`src/i2cme_pkg.sv`:
```
// Shared types, command codes and helpers for the I2C master byte engine.
package i2cme_pkg;

	// Stream payload widths; the tdata widths are padded to whole bytes
	localparam int IN_TDATA_W  = 16;
	localparam int IN_TUSER_W  = 3;
	localparam int OUT_TDATA_W = 16;

	// Configuration port
	localparam int CFG_ADDR_W = 1;
	localparam int CFG_DATA_W = 8;

	// Register indexes
	localparam logic [CFG_ADDR_W-1:0] REG_TICK_SCALE  = 1'd0;
	localparam logic [CFG_ADDR_W-1:0] REG_ACK_TIMEOUT = 1'd1;

	// Register reset values
	localparam logic [7:0] TICK_SCALE_RST  = 8'd1;
	localparam logic [7:0] ACK_TIMEOUT_RST = 8'd250;

	// Command codes; unused codes behave as a tick
	localparam logic [2:0] CMD_TICK     = 3'd0;
	localparam logic [2:0] CMD_START    = 3'd1;
	localparam logic [2:0] CMD_STOP     = 3'd2;
	localparam logic [2:0] CMD_WRITE    = 3'd3;
	localparam logic [2:0] CMD_READ     = 3'd4;
	localparam logic [2:0] CMD_WAIT_ACK = 3'd5;

	// Delay lengths in microsecond units
	localparam logic [2:0] UNITS_LONG  = 3'd4;
	localparam logic [2:0] UNITS_HALF  = 3'd2;
	localparam logic [2:0] UNITS_SHORT = 3'd1;

	// Last bit index of a byte
	localparam logic [2:0] LAST_BIT = 3'd7;

	// Sequencer phases
	typedef enum logic [3:0] {
		PH_IDLE = 4'd0,
		PH_ST_A = 4'd1,
		PH_ST_B = 4'd2,
		PH_SP_A = 4'd3,
		PH_SP_B = 4'd4,
		PH_WA_A = 4'd5,
		PH_WA_B = 4'd6,
		PH_WA_P = 4'd7,
		PH_WR_A = 4'd8,
		PH_WR_B = 4'd9,
		PH_WR_C = 4'd10,
		PH_RD_A = 4'd11,
		PH_RD_B = 4'd12,
		PH_AK_A = 4'd13,
		PH_AK_B = 4'd14
	} phase_t;

	// One result item
	typedef struct packed {
		logic       rejected;
		logic       ack_failed;
		logic [7:0] read_data;
		logic       done_res;
		logic       sda_level;
		logic       scl_level;
	} res_t;

	// Delay length in ticks: units times the tick scale, where a scale of zero counts as one
	function automatic logic [9:0] wait_ticks(input logic [2:0] units, input logic [7:0] scale);
		logic [7:0] s;
		begin
			s = (scale == 8'd0) ? 8'd1 : scale;
			wait_ticks = 10'({7'd0, units} * {2'd0, s});
		end
	endfunction

endpackage

```
`src/i2cme_seq.sv`:
```
// Pin sequencer: phase state, counters and the next-state logic for one item.
module i2cme_seq (
	input  logic                clk,
	input  logic                arst_n,
	input  logic                step_en,
	input  logic [2:0]          command,
	input  logic [7:0]          data_byte,
	input  logic                send_ack,
	input  logic                sda_sample,
	input  logic [7:0]          tick_scale,
	input  logic [7:0]          ack_timeout_limit,
	output i2cme_pkg::res_t     res
);
	import i2cme_pkg::*;

	phase_t     phase_q, phase_d;
	logic [2:0] active_op_q, active_op_d;
	logic [2:0] bit_count_q, bit_count_d;
	logic [7:0] shift_byte_q, shift_byte_d;
	logic [9:0] delay_count_q, delay_count_d;
	logic [7:0] timeout_count_q, timeout_count_d;
	logic       ack_choice_q, ack_choice_d;
	logic       scl_out_q, scl_out_d;
	logic       sda_out_q, sda_out_d;
	logic [7:0] read_reg_q, read_reg_d;
	logic       fail_flag_q, fail_flag_d;
	logic       done, rej;
	logic [9:0] dec;

	// Next state for the item at hand
	always_comb begin
		phase_d         = phase_q;
		active_op_d     = active_op_q;
		bit_count_d     = bit_count_q;
		shift_byte_d    = shift_byte_q;
		delay_count_d   = delay_count_q;
		timeout_count_d = timeout_count_q;
		ack_choice_d    = ack_choice_q;
		scl_out_d       = scl_out_q;
		sda_out_d       = sda_out_q;
		read_reg_d      = read_reg_q;
		fail_flag_d     = fail_flag_q;
		done            = 1'b0;
		rej             = 1'b0;
		dec             = (delay_count_q == 10'd0) ? 10'd0 : delay_count_q - 10'd1;

		if (command inside {[CMD_START:CMD_WAIT_ACK]}) begin
			if (phase_q != PH_IDLE) begin
				rej = 1'b1;
			end else begin
				// Start a new command sequence
				active_op_d     = command;
				fail_flag_d     = 1'b0;
				bit_count_d     = 3'd0;
				timeout_count_d = 8'd0;
				case (command)
					CMD_START: begin
						sda_out_d     = 1'b1;
						scl_out_d     = 1'b1;
						phase_d       = PH_ST_A;
						delay_count_d = wait_ticks(UNITS_LONG, tick_scale);
					end
					CMD_STOP: begin
						scl_out_d     = 1'b0;
						sda_out_d     = 1'b0;
						phase_d       = PH_SP_A;
						delay_count_d = wait_ticks(UNITS_LONG, tick_scale);
					end
					CMD_WRITE: begin
						scl_out_d     = 1'b0;
						sda_out_d     = data_byte[7];
						shift_byte_d  = {data_byte[6:0], 1'b0};
						phase_d       = PH_WR_A;
						delay_count_d = wait_ticks(UNITS_HALF, tick_scale);
					end
					CMD_READ: begin
						ack_choice_d  = send_ack;
						shift_byte_d  = 8'd0;
						scl_out_d     = 1'b0;
						sda_out_d     = 1'b1;
						phase_d       = PH_RD_A;
						delay_count_d = wait_ticks(UNITS_HALF, tick_scale);
					end
					default: begin
						sda_out_d     = 1'b1;
						phase_d       = PH_WA_A;
						delay_count_d = wait_ticks(UNITS_SHORT, tick_scale);
					end
				endcase
			end
		end else if (phase_q == PH_WA_P) begin
			// Poll for the slave ACK; on a timeout, begin a STOP sequence
			if (!sda_sample) begin
				scl_out_d = 1'b0;
				phase_d   = PH_IDLE;
				done      = 1'b1;
			end else if (timeout_count_q >= ack_timeout_limit) begin
				scl_out_d     = 1'b0;
				sda_out_d     = 1'b0;
				phase_d       = PH_SP_A;
				delay_count_d = wait_ticks(UNITS_LONG, tick_scale);
			end else begin
				timeout_count_d = timeout_count_q + 8'd1;
			end
		end else if (phase_q != PH_IDLE) begin
			// Count down the delay and step the sequence when it runs out
			delay_count_d = dec;
			if (dec == 10'd0) begin
				case (phase_q)
					PH_ST_A: begin
						sda_out_d     = 1'b0;
						phase_d       = PH_ST_B;
						delay_count_d = wait_ticks(UNITS_LONG, tick_scale);
					end
					PH_ST_B: begin
						scl_out_d = 1'b0;
						phase_d   = PH_IDLE;
						done      = 1'b1;
					end
					PH_SP_A: begin
						scl_out_d     = 1'b1;
						sda_out_d     = 1'b1;
						phase_d       = PH_SP_B;
						delay_count_d = wait_ticks(UNITS_LONG, tick_scale);
					end
					PH_SP_B: begin
						if (active_op_q == CMD_WAIT_ACK) begin
							fail_flag_d = 1'b1;
						end
						phase_d = PH_IDLE;
						done    = 1'b1;
					end
					PH_WA_A: begin
						scl_out_d     = 1'b1;
						phase_d       = PH_WA_B;
						delay_count_d = wait_ticks(UNITS_SHORT, tick_scale);
					end
					PH_WA_B: begin
						phase_d         = PH_WA_P;
						timeout_count_d = 8'd0;
					end
					PH_WR_A: begin
						scl_out_d     = 1'b1;
						phase_d       = PH_WR_B;
						delay_count_d = wait_ticks(UNITS_HALF, tick_scale);
					end
					PH_WR_B: begin
						scl_out_d     = 1'b0;
						phase_d       = PH_WR_C;
						delay_count_d = wait_ticks(UNITS_HALF, tick_scale);
					end
					PH_WR_C: begin
						if (bit_count_q < LAST_BIT) begin
							bit_count_d   = bit_count_q + 3'd1;
							sda_out_d     = shift_byte_q[7];
							shift_byte_d  = {shift_byte_q[6:0], 1'b0};
							phase_d       = PH_WR_A;
							delay_count_d = wait_ticks(UNITS_HALF, tick_scale);
						end else begin
							phase_d = PH_IDLE;
							done    = 1'b1;
						end
					end
					PH_RD_A: begin
						// SCL rises and the data bit is sampled
						phase_d       = PH_RD_B;
						delay_count_d = wait_ticks(UNITS_SHORT, tick_scale);
						scl_out_d     = 1'b1;
						shift_byte_d  = {shift_byte_q[6:0], sda_sample};
					end
					PH_RD_B: begin
						scl_out_d = 1'b0;
						if (bit_count_q < LAST_BIT) begin
							bit_count_d   = bit_count_q + 3'd1;
							phase_d       = PH_RD_A;
							delay_count_d = wait_ticks(UNITS_HALF, tick_scale);
						end else begin
							sda_out_d     = !ack_choice_q;
							phase_d       = PH_AK_A;
							delay_count_d = wait_ticks(UNITS_HALF, tick_scale);
						end
					end
					PH_AK_A: begin
						scl_out_d     = 1'b1;
						phase_d       = PH_AK_B;
						delay_count_d = wait_ticks(UNITS_HALF, tick_scale);
					end
					PH_AK_B: begin
						scl_out_d  = 1'b0;
						read_reg_d = shift_byte_q;
						phase_d    = PH_IDLE;
						done       = 1'b1;
					end
					default: begin
						phase_d = PH_IDLE;
					end
				endcase
			end
		end

		res.scl_level  = scl_out_d;
		res.sda_level  = sda_out_d;
		res.done_res   = done;
		res.read_data  = read_reg_d;
		res.ack_failed = fail_flag_d;
		res.rejected   = rej;
	end

	// Commit the state on each accepted transaction
	always_ff @(posedge clk or negedge arst_n) begin
		if (!arst_n) begin
			phase_q         <= PH_IDLE;
			active_op_q     <= 3'd0;
			bit_count_q     <= 3'd0;
			shift_byte_q    <= 8'd0;
			delay_count_q   <= 10'd0;
			timeout_count_q <= 8'd0;
			ack_choice_q    <= 1'b0;
			scl_out_q       <= 1'b1;
			sda_out_q       <= 1'b1;
			read_reg_q      <= 8'd0;
			fail_flag_q     <= 1'b0;
		end else if (step_en) begin
			phase_q         <= phase_d;
			active_op_q     <= active_op_d;
			bit_count_q     <= bit_count_d;
			shift_byte_q    <= shift_byte_d;
			delay_count_q   <= delay_count_d;
			timeout_count_q <= timeout_count_d;
			ack_choice_q    <= ack_choice_d;
			scl_out_q       <= scl_out_d;
			sda_out_q       <= sda_out_d;
			read_reg_q      <= read_reg_d;
			fail_flag_q     <= fail_flag_d;
		end
	end

endmodule

```
`src/i2c_master_byte_engine_core.sv`:
```
// Top level: stream handshake, configuration registers and result register.
// An accepted item's result is registered and shows on m_tdata in the next cycle.
// One item per cycle unless m_tready stalls; sequencer state updates on accept.
// The single result register frees itself in the cycle the result is taken.
// Reset: arst_n clears the sequencer to idle with both pins released high,
// tick_scale to 1, ack_timeout_limit to 250, and empties the result register.
module i2c_master_byte_engine_core (
	input  logic                                 clk,
	input  logic                                 arst_n,
	// Input item stream
	input  logic                                 s_tvalid,
	output logic                                 s_tready,
	input  logic [i2cme_pkg::IN_TDATA_W-1:0]     s_tdata,  // data_byte, send_ack, sda_sample
	input  logic [i2cme_pkg::IN_TUSER_W-1:0]     s_tuser,  // command
	// Result stream
	output logic                                 m_tvalid,
	input  logic                                 m_tready,
	// scl_level, sda_level, done_res, read_data, ack_failed, rejected
	output logic [i2cme_pkg::OUT_TDATA_W-1:0]    m_tdata,
	// Configuration writes
	input  logic                                 cfg_we,
	input  logic [i2cme_pkg::CFG_ADDR_W-1:0]     cfg_addr,
	input  logic [i2cme_pkg::CFG_DATA_W-1:0]     cfg_wdata
);
	import i2cme_pkg::*;

	logic       accept;
	logic [7:0] tick_scale_q;
	logic [7:0] ack_timeout_q;
	res_t       res;
	logic       out_valid_q;
	res_t       out_res_q;

	// Take a new item whenever the result register is empty or being drained
	assign s_tready = !out_valid_q || m_tready;
	assign accept   = s_tvalid && s_tready;

	// Configuration registers
	always_ff @(posedge clk or negedge arst_n) begin
		if (!arst_n) begin
			tick_scale_q  <= TICK_SCALE_RST;
			ack_timeout_q <= ACK_TIMEOUT_RST;
		end else if (cfg_we) begin
			case (cfg_addr)
				REG_TICK_SCALE:  tick_scale_q  <= cfg_wdata;
				REG_ACK_TIMEOUT: ack_timeout_q <= cfg_wdata;
				default: ;
			endcase
		end
	end

	i2cme_seq u_seq (
		.clk               (clk),
		.arst_n            (arst_n),
		.step_en           (accept),
		.command           (s_tuser[2:0]),
		.data_byte         (s_tdata[7:0]),
		.send_ack          (s_tdata[8]),
		.sda_sample        (s_tdata[9]),
		.tick_scale        (tick_scale_q),
		.ack_timeout_limit (ack_timeout_q),
		.res               (res)
	);

	// Hold the result until the downstream side takes it
	always_ff @(posedge clk or negedge arst_n) begin
		if (!arst_n) begin
			out_valid_q <= 1'b0;
		end else if (accept) begin
			out_valid_q <= 1'b1;
		end else if (m_tready) begin
			out_valid_q <= 1'b0;
		end
	end

	always_ff @(posedge clk) begin
		if (accept) begin
			out_res_q <= res;
		end
	end

	assign m_tvalid = out_valid_q;
	assign m_tdata  = {3'd0, out_res_q};

endmodule
```
`config.mk`:
```
export PLATFORM = sky130hd
export DESIGN_NAME = i2c_master_byte_engine_core
export DESIGN_NICKNAME = d
export VERILOG_FILES = /design/src/i2cme_pkg.sv /design/src/i2cme_seq.sv /design/src/i2c_master_byte_engine_core.sv
export SDC_FILE = /design/constraint.sdc
export NUM_CORES = 1
export LEC_CHECK = 0
export BUFFER_PORTS_ARGS = -buffer_cell sky130_fd_sc_hd__buf_2
export CORE_MARGIN = 3
export CORE_UTILIZATION = 54
export CTS_CLUSTER_DIAMETER = 150
export DETAILED_ROUTE_END_ITERATION = 10
export GPL_ROUTABILITY_DRIVEN = 0
export PLACE_DENSITY_LB_ADDON = 0.15
export SLEW_MARGIN = 20
export SYNTH_ARGS = -nofsm -noshare
export SYNTH_HDL_FRONTEND = slang
export SYNTH_SLANG_ARGS = --single-unit
export TNS_END_PERCENT = 30
```
`constraint.sdc`:
```
create_clock -name clk -period 3.1 [get_ports clk]
set_clock_uncertainty 0.1 [all_clocks]
set_input_delay 0.31 -clock clk [delete_from_list [all_inputs] [get_ports clk]]
set_output_delay 0.31 -clock clk [all_outputs]
set_load 0.1 [all_outputs]
```
==> qor.yml <==
sta:
  timing.final.hold_violations: 0
  fmax_mhz: 332.2
  maxSlewHeadroom_pct: 56.51
  drv_slew: 0
  period_minus_slack_ns: 3.010
  min_period_over_period_pct: 97.10
  setup_violations: 0
  tightestPinTransition_ns: 0.6510
  rsz0062_at_grt: "yes"
  holdWs_ns: 0.05696
synthesis:
  synth.avg_cell_area_um2: 9.850
  yosys_most_used_dff: "dfrtp_1"
  syn-instance-count: 526
  synth_edf_count: 13
  synth-seq-cells: 78
  async_flop_share_pct: 83.33
  ys_seq_area_share_pct: 39.15
  synth_top_area_share_pct: 27.05
  yosysWarnings: 0
  synth_cell_types: 80
  synth_area_leader_cell: "dfrtp_1"
  synth_area_leaders: "dfrtp_1 27%, mux2_2 9.6%, edfxtp_1 7.5%, dfstp_2 4.6%, o21ai_0 3.5%"
  netlist_area_um2: 5181
worst_setup_path:
  reg2reg_depth: 8
  crit_buf_inv: 2
  path_depth: 8
  cp_top_family: "simple AND/OR/NAND/NOR gates"
  crit_path_end_kind: "flip-flop"
  timing.rr.end: "m_tdata[4]"
  critPathMaxStageDelay_ns: 0.63
  r2r_slack_ns: 0.09
  path_max_fanout: 5
  crit_end: "m_tdata[4]"
  cp_cell_sequence: "inv_1 > ha_1 > or4b_2 > o21ai_2 > nand4_4 > or4_4 > buf_4 > mux2_2"
  startpoint_type: "flip-flop"
  required_ns: 3.11
  worstReg2RegStart: "u_seq.delay_count_q[1]"
  worstPathArrival_ns: 3.02
  worst_path_max_delay_cell: "or4b_2"
  startpoint: "u_seq.delay_count_q[1]"
  path_class: "reg2reg"
grt:
  grt_max_degree: 66
  antenna_found_initial: 0
  grt-ovfl-total: 0
  grt_pass1_vias: 4221
  grt_pass1_wl_um: 21330
  track_usage_pct: 23.93
die:
  ios: 51
  die_h_um: 104.0
  core_um2: 9284
  initial_core_util_pct: 55.81
  rows: 35
  die-area_um2: 10810
  die_x_um: 104.0
power:
  p_leak_nw: 2.545
  p_sw_w: 0.001706
  pwr_density_cell_nw_per_um2: 702.3
  p_sw_share_pct: 41.55
  p_clk_share_pct: 19.1
  max-vdd-ir-drop_v: 0.0003397
  p_seq_share_pct: 38.3
  combPwrFrac_pct: 42.6
  internal-power_w: 0.002400
detailed_routing:
  vias: 4429
  drc: 0
  drt-initial-drc-count: 455
  routedWlPerCell_um: 18.04
  routed_via_density: 6.282
  wirelength_um: 12720
  first_pass_iters: 7
  ant_nets: 0
finish:
  regArea_um2: 2028
  multi_input_area_um2: 2918
  diodes: 0
  syn_to_final_growth_pct: 12.82
  nFillCells: 788
  fin_nets: 616
  final_common_cell: "dfrtp_1"
  final_cell_mix: "56 x dfrtp_1, 44 x mux2_2, 41 x buf_2, 35 x nand2_1, 35 x o21ai_0"
  layout-drive-gt1-share_pct: 29.51
  stdcell_count: 705
place:
  place_inst: 688
  dp_hpwl_um: 9266
  portBuffers: 41
min_path:
  holdCritStartpoint: "s_tvalid"
  hold_path.class: "in2reg"
job:
  maxCapViolCount: 0
clock_tree:
  tritoncts: "built"
  clk_pin_slew_ns: 0.09
  cts_buffers: 9
  cts.repair_timing.setup_buffer_count: 0
  cts-root-buf: "clkbuf_8"
  clk_latency_ns: 0.35
  h-tree-depth: 3
  clkSinkCount: 78
  clock_path_buffers: 2
outcome:
  status: "complete, no violations"
## power by group through the flow
stage          clock [W]  combinational (W)  sequential, W
2_1_floorplan          0            0.00129        0.00156
3_3_place_gp           0            0.00168        0.00157
3_5_place_dp           0            0.00172        0.00158
4_1_cts         0.000807            0.00173        0.00156
5_1_grt         0.000848            0.00191        0.00161
6_report        0.000784            0.00175        0.00157
## cell usage after synthesis, drive strengths merged (3+ instances only)
| cell type | count |
|---|---|
| dfrtp | 56 |
| and2 | 3 |
| nand2b | 11 |
| ha | 12 |
| a211oi | 5 |
| nor2b | 3 |
| a21oi | 28 |
| and3 | 6 |
| edfxtp | 13 |
| a31oi | 8 |
| xor2 | 4 |
| a22oi | 8 |
| o31ai | 5 |
| nor4 | 4 |
| dfstp | 9 |
| or3 | 4 |
| nor2 | 31 |
| o21ai | 40 |
| inv | 21 |
| a21o | 7 |
| a41oi | 3 |
| nand3 | 7 |
| mux2 | 52 |
| a221oi | 17 |
| a32oi | 3 |
| mux2i | 16 |
| nor3 | 10 |
| nand2 | 35 |
| o22ai | 4 |
| a22o | 8 |
| o21a | 3 |
| or4 | 6 |
| nand4 | 4 |
| o32a | 3 |
| o211ai | 3 |
| buf | 13 |
| clkbuf | 27 |
## through the flow
stage	TNS [ns]	util [%]	total power [W]	worst slack, ns	area (µm²)
after floorplan	0	-	0.002848	0.01961	5201
after CTS	0	62.92	0.004096	0.08052	5842
after global routing	-0.1839	62.97	0.004371	-0.02463	5846
after detailed placement	0	60.59	0.003302	0.09843	5625
final	0	62.97	0.004106	0.08986	5846
after global placement	0	60.59	0.003251	0.1358	5625
## repair_timing
action,in CTS,in global routing
hold buffers,1,0
endpoints found under the setup margin,0,19
endpoints found under the hold margin,56,0
gates resized for setup,0,2
## per-layer routing
metal  share of wire (%)  wire [µm]  global-route usage [%]
met1                  46       5817                   33.89
met2                  46       5836                   37.74
met3                 6.1        778                   3.849
met4                 2.2        286                   7.502
met5                   0          0                       0
## worst min-delay path by stage
stage,endpoint,slack (ns),depth (start not counted)
CTS,m_tvalid,0.05,2
detailed placement,u_seq.bit_count_q[1],0.26,2
finish,m_tvalid,0.06,2
global placement,m_tvalid,0.25,2
floorplan,ack_timeout_q[0],-0.09,0
global route,m_tvalid,0.07,2
## final cells by class
class                           count  area share [%]
Tap cell                          129           2.761
Clock inverter                      3          0.4281
Timing Repair Buffer               72           7.748
Multi-Input combinational cell    389           49.91
Clock buffer                       13           3.104
Inverter                           21           1.348
Sequential cell                    78           34.70
## cells by family (layout without fill, tap and decap cells)
| logic type | after synthesis | count (layout) | synth area share [%] |
|---|---|---|---|
| other | 1 | 3 | 0.07238 |
| AO/OA/AOI/OAI | 166 | 166 | 22.94 |
| multiplexers | 68 | 68 | 14.97 |
| XOR/XNOR | 5 | 5 | 0.8452 |
| adder cells (fa/ha/maj) | 12 | 12 | 2.898 |
| flip-flops | 78 | 78 | 39.15 |
| buffers and inverters | 61 | 109 | 4.975 |
| AND/OR/NAND/NOR | 135 | 135 | 14.15 |
## state kept, by name, summed over array words and instances (netlist names), 3 cells and up
signal	count
m_tdata	13
u_seq.delay_count_q	10
ack_timeout_q	8
tick_scale_q	8
u_seq.read_reg_q	8
u_seq.shift_byte_q	8
u_seq.timeout_count_q	8
u_seq.phase_q	4
u_seq.active_op_q	3
u_seq.bit_count_q	3
No activity file was read; power rests on OpenSTA's default activity.
